<file path="src/design/hobfp_pkg.sv">
// ----------------------------------------------------------------------------
// hobfp_pkg
// Shared types, character codes and the hex digit decoder of the
// hex-or-binary frame parser.
// ----------------------------------------------------------------------------
package hobfp_pkg;

    localparam int FRAME_BYTES_DEF = 128;

    localparam logic [7:0] CH_BINARY = 8'h7D;
    localparam logic [7:0] CH_CR     = 8'h0D;
    localparam logic [7:0] CH_SPACE  = 8'h20;
    localparam logic [7:0] COUNT_MAX = 8'hFF;

    typedef struct packed {
        logic       binary_mode;
        logic [7:0] expected_length;
        logic [7:0] byte_count;
        logic [3:0] pending_nibble;
        logic       nibble_held;
    } t_state;

    typedef struct packed {
        logic [7:0] out_byte;
        logic       byte_valid;
        logic       frame_end;
        logic       frame_abort;
        logic       overflow;
    } t_result;

    typedef struct packed {
        logic       ok;
        logic [3:0] val;
    } t_hex;

    function automatic t_hex hex_value(input logic [7:0] ch);
        t_hex h;
        h = '0;
        if (ch >= 8'h30 && ch <= 8'h39) begin
            h.ok  = 1'b1;
            h.val = 4'(ch - 8'h30);
        end else if (ch >= 8'h41 && ch <= 8'h46) begin
            h.ok  = 1'b1;
            h.val = 4'(ch - 8'h41 + 8'd10);
        end else if (ch >= 8'h61 && ch <= 8'h66) begin
            h.ok  = 1'b1;
            h.val = 4'(ch - 8'h61 + 8'd10);
        end
        return h;
    endfunction

endpackage

</file>
<file path="src/design/hex_or_binary_frame_parser.sv">
// ----------------------------------------------------------------------------
// hex_or_binary_frame_parser
// Streams frame bytes from received characters: hex pairs in text mode,
// length-prefixed raw bytes after a binary switch character.
// ----------------------------------------------------------------------------
// path: byte into the input register, then result into the output register
// throughput: one byte per cycle unless the output stalls, set by the single
// input and result registers; a no-result byte still passes the input register
// reset: synchronous, active low; clears mode, length, count and half pair
// ----------------------------------------------------------------------------
module hex_or_binary_frame_parser #(
    parameter int FRAME_BYTES = hobfp_pkg::FRAME_BYTES_DEF
) (
    input  logic       i_clk,
    input  logic       i_rst_n,
    input  logic       i_in_valid,
    output logic       o_in_stall,
    input  logic [7:0] i_rx_byte,
    output logic       o_out_valid,
    input  logic       i_out_stall,
    output logic [7:0] o_out_byte,
    output logic       o_byte_valid,
    output logic       o_frame_end,
    output logic       o_frame_abort,
    output logic       o_overflow
);
    import hobfp_pkg::*;

    logic       r_in_valid;
    logic [7:0] r_in_byte;
    t_state     r_state;
    logic       r_out_valid;
    t_result    r_out;

    t_state     n_state;
    t_result    n_out;
    logic       w_has_result;
    logic       w_advance;

    hobfp_decode #(
        .FRAME_BYTES(FRAME_BYTES)
    ) u_decode (
        .i_state     (r_state),
        .i_rx_byte   (r_in_byte),
        .o_next      (n_state),
        .o_result    (n_out),
        .o_has_result(w_has_result)
    );

    assign w_advance  = r_in_valid && (!r_out_valid || !i_out_stall);
    assign o_in_stall = r_in_valid && !w_advance;

    always_ff @(posedge i_clk) begin
        if (!i_rst_n) begin
            r_in_valid  <= 1'b0;
            r_out_valid <= 1'b0;
            r_state     <= '0;
        end else begin
            if (!o_in_stall) begin
                r_in_valid <= i_in_valid;
            end
            if (w_advance) begin
                r_state     <= n_state;
                r_out_valid <= w_has_result;
            end else if (!i_out_stall) begin
                r_out_valid <= 1'b0;
            end
        end
    end

    always_ff @(posedge i_clk) begin
        if (i_in_valid && !o_in_stall) begin
            r_in_byte <= i_rx_byte;
        end
        if (w_advance && w_has_result) begin
            r_out <= n_out;
        end
    end

    assign o_out_valid   = r_out_valid;
    assign o_out_byte    = r_out.out_byte;
    assign o_byte_valid  = r_out.byte_valid;
    assign o_frame_end   = r_out.frame_end;
    assign o_frame_abort = r_out.frame_abort;
    assign o_overflow    = r_out.overflow;

    a_abort_alone: assert property (@(posedge i_clk) disable iff (!i_rst_n)
        (o_out_valid && o_frame_abort) |->
            (!o_byte_valid && !o_frame_end && !o_overflow && o_out_byte == 8'd0))
        else $error("abort result carries other fields");

    a_overflow_byte: assert property (@(posedge i_clk) disable iff (!i_rst_n)
        (o_out_valid && o_overflow) |-> o_byte_valid)
        else $error("overflow without a frame byte");

    a_length_mode: assert property (@(posedge i_clk) disable iff (!i_rst_n)
        (r_state.expected_length != 8'd0) |->
            (r_state.binary_mode && r_state.byte_count < r_state.expected_length))
        else $error("binary length or count out of step");

    a_stall_hold: assert property (@(posedge i_clk) disable iff (!i_rst_n)
        (o_in_stall) |=> (r_in_valid && $stable(r_in_byte)))
        else $error("held input byte lost while stalled");

endmodule

</file>
<file path="src/design/hobfp_decode.sv">
// ----------------------------------------------------------------------------
// hobfp_decode
// Next-state and result logic for one received byte, text or binary mode.
// ----------------------------------------------------------------------------
module hobfp_decode #(
    parameter int FRAME_BYTES = hobfp_pkg::FRAME_BYTES_DEF
) (
    input  hobfp_pkg::t_state  i_state,
    input  logic [7:0]         i_rx_byte,
    output hobfp_pkg::t_state  o_next,
    output hobfp_pkg::t_result o_result,
    output logic               o_has_result
);
    import hobfp_pkg::*;

    localparam logic [7:0] CAPACITY = 8'(FRAME_BYTES);

    t_hex       w_hex;
    logic       w_ovf;
    logic [7:0] w_cnt_inc;

    assign w_hex     = hex_value(i_rx_byte);
    assign w_ovf     = (i_state.byte_count >= CAPACITY);
    assign w_cnt_inc = (i_state.byte_count == COUNT_MAX) ? i_state.byte_count
                                                         : i_state.byte_count + 8'd1;

    always_comb begin
        o_next       = i_state;
        o_result     = '0;
        o_has_result = 1'b0;
        if (i_state.binary_mode) begin
            if (i_state.expected_length == 8'd0) begin
                if (i_rx_byte != 8'd0) begin
                    o_next.expected_length = i_rx_byte;
                    o_next.byte_count      = 8'd0;
                    if (i_state.byte_count != 8'd0) begin
                        o_has_result         = 1'b1;
                        o_result.frame_abort = 1'b1;
                    end
                end
            end else begin
                o_has_result        = 1'b1;
                o_result.out_byte   = i_rx_byte;
                o_result.byte_valid = 1'b1;
                o_result.overflow   = w_ovf;
                o_result.frame_end  = (w_cnt_inc == i_state.expected_length);
                o_next.byte_count   = w_cnt_inc;
                if (w_cnt_inc == i_state.expected_length) begin
                    o_next.byte_count      = 8'd0;
                    o_next.binary_mode     = 1'b0;
                    o_next.expected_length = 8'd0;
                end
            end
        end else begin
            priority if (i_rx_byte == CH_SPACE) begin
                o_next = i_state;
            end else if (i_rx_byte == CH_BINARY) begin
                o_next.binary_mode = 1'b1;
            end else if (i_rx_byte == CH_CR) begin
                o_has_result          = 1'b1;
                o_result.frame_end    = 1'b1;
                o_next.nibble_held    = 1'b0;
                o_next.pending_nibble = 4'd0;
                o_next.byte_count     = 8'd0;
            end else if (w_hex.ok) begin
                if (!i_state.nibble_held) begin
                    o_next.pending_nibble = w_hex.val;
                    o_next.nibble_held    = 1'b1;
                end else begin
                    o_has_result          = 1'b1;
                    o_result.out_byte     = {i_state.pending_nibble, w_hex.val};
                    o_result.byte_valid   = 1'b1;
                    o_result.overflow     = w_ovf;
                    o_next.byte_count     = w_cnt_inc;
                    o_next.nibble_held    = 1'b0;
                    o_next.pending_nibble = 4'd0;
                end
            end else begin
                o_next = i_state;
            end
        end
    end

endmodule

</file>
<file path="config.mk">
export PLATFORM = sky130hd
export DESIGN_NAME = hex_or_binary_frame_parser
export DESIGN_NICKNAME = d
export VERILOG_FILES = /design/src/design/hobfp_pkg.sv /design/src/design/hex_or_binary_frame_parser.sv /design/src/design/hobfp_decode.sv
export SDC_FILE = /design/constraint.sdc
export NUM_CORES = 1
export LEC_CHECK = 0
export ABC_CLOCK_PERIOD_IN_PS = 6700
export BUFFER_PORTS_ARGS = -buffer_cell sky130_fd_sc_hd__clkbuf_2
export CAP_MARGIN = 20
export CORE_UTILIZATION = 38
export CTS_CLUSTER_SIZE = 8
export DETAILED_ROUTE_END_ITERATION = 12
export GPL_TIMING_DRIVEN = 0
export PLACE_DENSITY = 0.63
export SLEW_MARGIN = 40
export SYNTH_ARGS = -nofsm -noshare
export SYNTH_HDL_FRONTEND = slang
export SYNTH_SLANG_ARGS = --single-unit
</file>
<file path="constraint.sdc">
create_clock -name i_clk -period 6.7 [get_ports i_clk]
set_input_delay 0.67 -clock i_clk [delete_from_list [all_inputs] [get_ports i_clk]]
set_output_delay 0.67 -clock i_clk [all_outputs]
set_load 0.02 [all_outputs]
</file>
==> flow_metrics.tcl, run 1 <==
set metrics [dict create \
    status "completed" \
    synthMostInstantiatedCell "dfxtp_1" \
    required_ps 6880 \
    crit_chain "inv_1 -> ha_1 -> o21bai_4 -> a2111oi_4 -> o21ai_2 -> a221o_1 -> buf_6 -> o21ba_1 -> o31ai_1 -> nand3_1 -> o41ai_1" \
    hold_viol 0 \
    reg2reg_slack_ps 3710 \
    avgSynthCellArea_um2 9.39 \
    cts-buffers-inserted 5 \
    power_density_nw_per_um2 171 \
    slowest_stage "a2111oi_4" \
    finalSetupTns_ps 0 \
    fin_crit_sh_pct 44.7 \
    worst-path-max-fanout 10 \
    cts_tree "done" \
    ys_ff_latch 44 \
    hold_ws_ps 518 \
    grt_pass1_wl_um 9670 \
    dieArea_um2 6920 \
    p_int_w 0.000371 \
    rsz0062_at_grt "no" \
    antenna_found_initial 0 \
    wl_per_cell_um 15.6 \
    grt_max_degree 15 \
    maxCapViolations 0 \
    pin_count 26 \
    yosys.area.top_type "edfxtp_1" \
    grt_pass1_vias 1882 \
    switching_share_pct 24.1 \
    cts_setup_buffers 0 \
    drv_slew 0 \
    antenna_cells 0 \
    initial_core_util_pct 39.5 \
    synthToLayoutAreaGrowth_pct 13.7 \
    period_minus_slack_ps 2990 \
    cts_resized 0 \
    clk_pin_slew_worst_paths_ps 90 \
    comb_power_share_pct 6.9 \
    dp_hpwl_um 4390 \
    relSlewSlack_pct 52.5 \
    crit_arrival_ps 3170 \
    port_buffers 25 \
    clk_path_buf_depth 2 \
    wirelength_um 5900 \
    synth_flop_cell "dfxtp_1" \
    cts_sinks 44 \
    r2r-end "r_state[5]" \
    ir_drop_mv 0.126 \
    ant_nets 0 \
    synth_cell_types 58 \
    drive_gt1_share_pct 17.9 \
    worstHoldStart "r_state[1]" \
    r2r_cells 11 \
    hold_path_end "r_state[1]" \
    cp_slowest_stage_delay_ps 650 \
    fill_cells 614 \
    cts_hold_buf 0 \
    cp-end-kind "flip-flop" \
    worstMarginPinSlew_ps 711 \
    critPathKind "reg -> reg" \
    seq_area_frac_synth_pct 43.1 \
    syn_inst 267 \
    regArea_um2 1080 \
    synth_nets 285 \
    seq_power_share_pct 59.4 \
    clock_latency_ps 300 \
    synth_area_leaders "edfxtp_1 24%, dfxtp_1 19%, a22o_1 3.8%, nand2_1 3.3%, xnor2_1 3.1%" \
    regToRegStartpoint "r_in_byte[0]" \
    drt-vias-per-instance 5.71 \
    coreArea_um2 6350 \
    fin_skew_ps 6.51 \
    root_buffer "clkbuf_8" \
    core.rowCount 29 \
    p_leak_nw 1.03 \
    fin_nets 318 \
    track_usage_pct 17.7 \
    cts_htree_levels 2 \
    yosys_warnings 0 \
    setup_viol 0 \
    start_kind "flip-flop" \
    first_pass_iters 4 \
    power_frac_clock_pct 33.7 \
    synth_edf_count 20 \
    synthArstFlopShare_pct 0 \
    hold_class "reg -> reg" \
    drt_iter0_drc 178 \
    yosys-top-cells-count "24 x dfxtp_1, 22 x nand2_1, 20 x edfxtp_1" \
    grt_overflow 0 \
    drc 0 \
    die_w_um 83.2 \
    max_freq_mhz 334 \
    netlist_area_um2 2510 \
    p_switching_w 0.000118 \
    die_y_um 83.2 \
    yosysTopAreaCellShare_pct 24.0 \
    vias 2158 \
    multi_input_area_um2 1330 \
    whs_path_depth 2 \
    place_congestion 0.882 \
]
worst max-delay path: cells and delay by family, from the launching register on:
kind | cells | cell delay, ps
fa+ha+maj | 1 | 240
buf+inv | 2 | 350
compound gates | 7 | 1680
flops | 1 | 510
simple gates | 1 | 90
how the worst max path moves through the flow:
stage | startpoint | endpoint | slack [ps]
floorplan | r_in_byte[0] | o_byte_valid | 3600
CTS | r_in_byte[0] | r_state[5] | 3730
global route | r_state[5] | r_state[8] | 3480
global placement | r_in_byte[0] | o_out_byte[1] | 2730
detailed placement | r_in_byte[0] | r_state[5] | 3770
finish | r_in_byte[0] | r_state[5] | 3710
through the flow:
| step | utilization [%] | std cells | setup slack (ps) | total power [W] | cell area, µm² |
|---|---|---|---|---|---|
| 2_1_floorplan | - | 267 | 3600 | 0.000318 | 2510 |
| 3_3_place_gp | 43.0 | 369 | 2730 | 0.000329 | 2730 |
| 3_5_place_dp | 43.5 | 370 | 3770 | 0.000330 | 2760 |
| 4_1_cts | 44.9 | 378 | 3730 | 0.000496 | 2850 |
| 5_1_grt | 44.9 | 378 | 3480 | 0.000509 | 2850 |
| 6_report | 44.9 | 378 | 3710 | 0.000489 | 2850 |
state kept, by name, summed over array words and instances, names as in the netlist:
signal	flops
r_state	22
o_out_byte	8
r_in_byte	8
o_byte_valid	1
o_frame_abort	1
o_frame_end	1
o_out_valid	1
o_overflow	1
r_in_valid	1
per-layer routing:
metal / up-vias / part of all wire, % / GRT usage, %
met5: - / 0 / 0
met4: 0 / 1.7 / 6.11
met3: 9 / 6.5 / 3.98
li1: 1064 / - / -
met1: 1008 / 47 / 25.3
met2: 77 / 44 / 26.2
power by group through the flow:
| stage | combinational [W] | clock (W) | sequential [W] |
|---|---|---|---|
| after global routing | 0.0000372 | 0.000181 | 0.000291 |
| after detailed placement | 0.0000335 | 0 | 0.000296 |
| after CTS | 0.0000336 | 0.000172 | 0.000290 |
| after global placement | 0.0000325 | 0 | 0.000296 |
| after floorplan | 0.0000241 | 0 | 0.000294 |
| final | 0.0000338 | 0.000165 | 0.000290 |
cell usage in the layout (no fill, tap or decap), types with 8 or more instances in the layout:
master    instances
clkbuf_2         25
dfxtp_1          24
nand2_1          22
edfxtp_1         20
o21ai_0          15
a21oi_1          15
nor3_1           14
nor2_1           13
a22o_1           11
nor2b_1           9
xnor2_1           9
inv_1             8
and2_1            8
logic make-up (layout without fill, tap and decap cells):
kind of cell / Yosys count / in the layout / share of synthesized area [%]
AO/OA/AOI/OAI: 75 / 75 / 21.6
XOR/XNOR: 9 / 9 / 3.15
adder cells (fa/ha/maj): 6 / 6 / 3.00
buffers and inverters: 24 / 58 / 4.64
flip-flops: 44 / 44 / 43.1
multiplexers: 2 / 2 / 0.799
AND/OR/NAND/NOR: 107 / 107 / 23.7
area by class of cell:
type,count,area share [%]
multi-input combinational,199,46.8
sequential,44,37.9
timing repair buffer,26,4.79
tap,77,3.38
buffer,15,2.90
clock buffer,6,2.55
inverter,9,1.19
clock inverter,2,0.439
No activity file was read; power rests on OpenSTA's default activity.
==> run 2, diff against run 1 <==
--- a/config.mk
+++ b/config.mk
@@ -5,14 +5,14 @@
 export SDC_FILE = /design/constraint.sdc
 export NUM_CORES = 1
 export LEC_CHECK = 0
-export ABC_CLOCK_PERIOD_IN_PS = 6700
+export ABC_CLOCK_PERIOD_IN_PS = 2700
 export BUFFER_PORTS_ARGS = -buffer_cell sky130_fd_sc_hd__clkbuf_2
 export CAP_MARGIN = 20
 export CORE_UTILIZATION = 38
 export CTS_CLUSTER_SIZE = 8
 export DETAILED_ROUTE_END_ITERATION = 12
 export GPL_TIMING_DRIVEN = 0
-export PLACE_DENSITY = 0.63
+export PLACE_DENSITY = 0.65
 export SLEW_MARGIN = 40
 export SYNTH_ARGS = -nofsm -noshare
 export SYNTH_HDL_FRONTEND = slang
==> constraint.sdc (replaced) <==
create_clock -name i_clk -period 2.7 [get_ports i_clk]
set_input_delay 0.27 -clock i_clk [delete_from_list [all_inputs] [get_ports i_clk]]
set_output_delay 0.27 -clock i_clk [all_outputs]
set_load 0.02 [all_outputs]
==> flow_metrics.tcl, run 2 (synthesized netlist as in run 1, its figures left out) <==
set metrics [dict create \
    dp_hpwl_um 4390 \
    fill_cells 611 \
    die_w_um 83.2 \
    ant_nets 0 \
    max_freq_mhz 383 \
    regArea_um2 1090 \
    drt_iter0_drc 176 \
    required_ps 2890 \
    maxCapViolations 0 \
    p_leak_nw 1.08 \
    ir_drop_mv 0.223 \
    r2r_cells 11 \
    regMostFlops "r_state" \
    drc 0 \
    setup_ws_ps 89.8 \
    slowest_stage "edfxtp_1" \
    antenna_cells 0 \
    clk_path_buf_depth 2 \
    dp_slack_ps -274 \
    grt_pass1_wl_um 9960 \
    first_pass_iters 4 \
    met3_usage_pct 4.87 \
    power_density_nw_per_um2 412 \
    cpMostUsedCell "o31ai_1" \
    grt_use_met1_pct 25.3 \
    comb_power_share_pct 7.1 \
    hold_ws_ps 132 \
    coreArea_um2 6350 \
    fin_area_um2 2970 \
    p_switching_w 0.000301 \
    fin_crit_sh_pct 96.7 \
    critPathKind "reg -> reg" \
    switching_share_pct 24.6 \
    die_y_um 83.2 \
    synthToLayoutAreaGrowth_pct 18.4 \
    cts_tree "done" \
    status "completed" \
    crit_family "compound AO/OA/AOI/OAI gates" \
    final_common_cell "clkbuf_2" \
    crit_chain "inv_1 -> ha_1 -> o21bai_4 -> a2111oi_4 -> o21ai_2 -> a221o_1 -> buf_6 -> o21ba_1 -> o31ai_1 -> nand3_1 -> o31ai_1" \
    reg2reg_slack_ps 90 \
    drv_slew 0 \
    setup_viol 0 \
    clk_pin_slew_worst_paths_ps 90 \
    largest_reg_flops 22 \
    hold_viol 0 \
    cts_htree_levels 2 \
    fin_nets 323 \
    layout_common_cells "26 x clkbuf_2, 22 x nand2_1, 22 x dfxtp_1" \
    pin_count 26 \
    power_frac_clock_pct 34.1 \
    path_depth 11 \
    cts_hold_buf 0 \
    vias 2168 \
    drt-vias-per-instance 5.66 \
    port_buffers 25 \
    hold_class "in -> reg" \
    period_minus_slack_ps 2610 \
    grt_pass1_vias 1946 \
    dieArea_um2 6920 \
    initial_core_util_pct 39.5 \
    cts-buffers-inserted 5 \
    p_int_w 0.000921 \
    clock_latency_ps 300 \
    relSlewSlack_pct 51.5 \
    cts_sinks 44 \
    whs_path_depth 1 \
    place_congestion 0.876 \
    wl_per_cell_um 16.0 \
    cp_slowest_stage_delay_ps 480 \
    multi_input_area_um2 1400 \
    fin_skew_ps 7.78 \
    cp.buffers_inverters 2 \
    track_usage_pct 18.1 \
    placed_cell_area_um2 2750 \
    grt_overflow 0 \
    layout.core_utilization_pct 46.7 \
    core.rowCount 29 \
    seq_power_share_pct 58.8 \
    finalPower_w 0.00122 \
    grt.busiest_layer "met2" \
    grt_max_degree 15 \
    use_met2_pct 27.2 \
    worst-path-max-fanout 10 \
    drive_gt1_share_pct 24.2 \
    crit_arrival_ps 2800 \
    wirelength_um 6130 \
    antenna_found_initial 0 \
    cp-end-kind "flip-flop" \
    start_kind "flip-flop" \
    worstMarginPinSlew_ps 726 \
    root_buffer "clkbuf_8" \
]
[run 2: changes by cell type in the layout (fill, tap and decap cells not counted), sizes merged]
cell  delta
buf      +5
[run 2: final cells by class]
type	instances	area share [%]
multi-input combinational	199	47.1
sequential	44	36.6
timing repair buffer	31	6.16
tap	77	3.25
buffer	15	2.91
clock buffer	6	2.45
inverter	9	1.14
clock inverter	2	0.422
[run 2: metal layers]
layer	vias to the layer above	wire, µm	part of all wire, %
li1	1077	-	-
met1	1017	2940	48
met2	68	2730	44
met3	6	385	6.3
met4	0	74	1.2
met5	-	0	0
[run 2: per-stage QoR]
step,setup TNS [ps],cells
detailed placement,-6440,369
CTS,0,382
global route,-47.9,383
floorplan,0,267
finish,0,383
global placement,-8860,369
[run 2: power groups by stage]
stage          combinational, W  sequential, W  clock (W)
2_1_floorplan         0.0000600       0.000729          0
3_3_place_gp          0.0000808       0.000735          0
3_5_place_dp          0.0000828       0.000735          0
4_1_cts               0.0000849       0.000719   0.000425
5_1_grt               0.0000954       0.000720   0.000453
6_report              0.0000866       0.000718   0.000416
[run 2: final timing paths]
check	from	to
worst min register to register	r_state[2]	r_state[2]
worst max register to register	r_in_byte[1]	r_state[6]
worst min-delay path	i_rx_byte[4]	r_in_byte[4]
worst max-delay path	r_in_byte[1]	r_state[6]
[run 2: what timing repair did]
action	4_1_cts	5_1_grt
resized for setup	9	16
setup buffers	5	1
setup endpoints to repair	31	19
pin swaps	4	4
==> run 3, diff against run 2 <==
--- a/config.mk
+++ b/config.mk
@@ -13,6 +13,7 @@
 export DETAILED_ROUTE_END_ITERATION = 12
 export GPL_TIMING_DRIVEN = 0
 export PLACE_DENSITY = 0.65
+export SETUP_SLACK_MARGIN = 0.15
 export SLEW_MARGIN = 40
 export SYNTH_ARGS = -nofsm -noshare
 export SYNTH_HDL_FRONTEND = slang
==> flow_metrics.tcl, run 3 (synthesized netlist as in run 1, its figures left out) <==
set metrics [dict create \
    largest_reg_flops 22 \
    root_buffer "clkbuf_8" \
    reg2reg_slack_ps 170 \
    ant_nets 0 \
    fin_nets 348 \
    pin_count 26 \
    switching_share_pct 23.4 \
    power_frac_clock_pct 39.9 \
    hold_viol 0 \
    worst-path-max-fanout 6 \
    clk_pin_slew_worst_paths_ps 90 \
    rsz0062_at_grt "yes" \
    drt-vias-per-instance 5.73 \
    worstMarginPinSlew_ps 724 \
    grt_max_degree 15 \
    period_minus_slack_ps 2530 \
    wirelength_um 6730 \
    relSlewSlack_pct 51.7 \
    cts_hold_buf 0 \
    seq_power_share_pct 51.9 \
    layout_common_cells "29 x buf_4, 27 x clkbuf_2, 21 x nand2_1, 21 x dfxtp_1, 20 x edfxtp_1" \
    fin_crit_sh_pct 93.6 \
    drt_iter0_drc 201 \
    first_pass_iters 4 \
    p_int_w 0.00106 \
    critPathKind "reg -> reg" \
    fin_skew_ps 10.9 \
    final_common_cell "buf_4" \
    ir_drop_mv 0.323 \
    core.rowCount 29 \
    initial_core_util_pct 39.5 \
    dp_hpwl_um 4410 \
    synthToLayoutAreaGrowth_pct 33.5 \
    setup_viol 0 \
    track_usage_pct 18.3 \
    start_kind "flip-flop" \
    multi_input_area_um2 1520 \
    drc 0 \
    required_ps 2900 \
    cts_htree_levels 2 \
    hold_ws_ps 141 \
    cts-buffers-inserted 5 \
    power_density_nw_per_um2 412 \
    dieArea_um2 6920 \
    maxCapViolations 0 \
    regMostFlops "r_state" \
    comb_power_share_pct 8.2 \
    vias 2339 \
    grt_pass1_vias 1977 \
    die_y_um 83.2 \
    cp-end-kind "flip-flop" \
    status "completed" \
    finalSetupTns_ps 0 \
    grt_pass1_wl_um 10100 \
    drv_slew 0 \
    p_switching_w 0.000322 \
    antenna_cells 0 \
    place_congestion 0.952 \
    wl_per_cell_um 16.5 \
    grt_overflow 0 \
    dp_slack_ps -306 \
    max_freq_mhz 396 \
    cts_sinks 44 \
    port_buffers 25 \
    clk_path_buf_depth 2 \
    clock_latency_ps 300 \
    finalPower_w 0.00138 \
    antenna_found_initial 0 \
    coreArea_um2 6350 \
    die_w_um 83.2 \
    crit_arrival_ps 2720 \
    setup_ws_ps 174 \
    drive_gt1_share_pct 36.6 \
    regArea_um2 1090 \
    p_leak_nw 1.23 \
    fill_cells 542 \
    cts_tree "done" \
    hold_class "in -> reg" \
]
run 3: layout make-up:
| type | count | area share, % |
|---|---|---|
| Inverter | 9 | 1.01 |
| Buffer | 15 | 3.10 |
| Timing Repair Buffer | 56 | 11.3 |
| Clock inverter | 2 | 1.16 |
| Sequential cell | 44 | 32.6 |
| Clock buffer | 6 | 2.47 |
| Multi-Input combinational cell | 199 | 45.5 |
| Tap cell | 77 | 2.88 |
run 3: power groups by stage:
stage,sequential (W),combinational [W],clock (W)
after floorplan,0.000729,0.0000604,0
after global placement,0.000734,0.0000810,0
after detailed placement,0.000735,0.0000830,0
after CTS,0.000716,0.0000908,0.000550
after global routing,0.000717,0.000122,0.000582
final,0.000716,0.000114,0.000550
run 3: path summary, 6_finish.rpt:
path | from | endpoint | cells after the start
max | r_state[6] | r_state[6] | 11
min | i_rx_byte[6] | r_in_byte[6] | 1
max reg2reg | r_state[6] | r_state[6] | 11
min reg2reg | r_state[3] | r_state[3] | 2
run 3: stage by stage:
| step | cell area, µm² | instances | utilization [%] |
|---|---|---|---|
| final | 3350 | 408 | 52.7 |
| after detailed placement | 2750 | 369 | 43.3 |
| after global placement | 2750 | 369 | 43.2 |
| after global routing | 3350 | 408 | 52.7 |
| after floorplan | 2520 | 267 | - |
| after CTS | 2960 | 383 | 46.6 |
run 3: worst max-delay path, stage by stage, from the launching register on:
cell       delay [ps]
dfxtp_4           360
ha_4              150
buf_6             120
and4_2            270
and4_1            200
nor3_2            220
a2111oi_2          70
and4bb_4          250
o21ai_4           250
nand2_2           120
buf_4             180
o31ai_1           230
run 3: what timing repair did:
item                                    in CTS  in global routing
resized for setup                           12                 53
endpoints found under the setup margin      38                 18
setup buffers                                6                 25
pin swaps                                    5                 21
run 3: layer usage:
metal,global-route usage [%],vias up,share of wire [%]
met2,28.6,75,47
met3,3.08,4,5.1
met5,0,-,0
met4,5.17,0,0.58
li1,-,1124,-
met1,26.0,1136,47
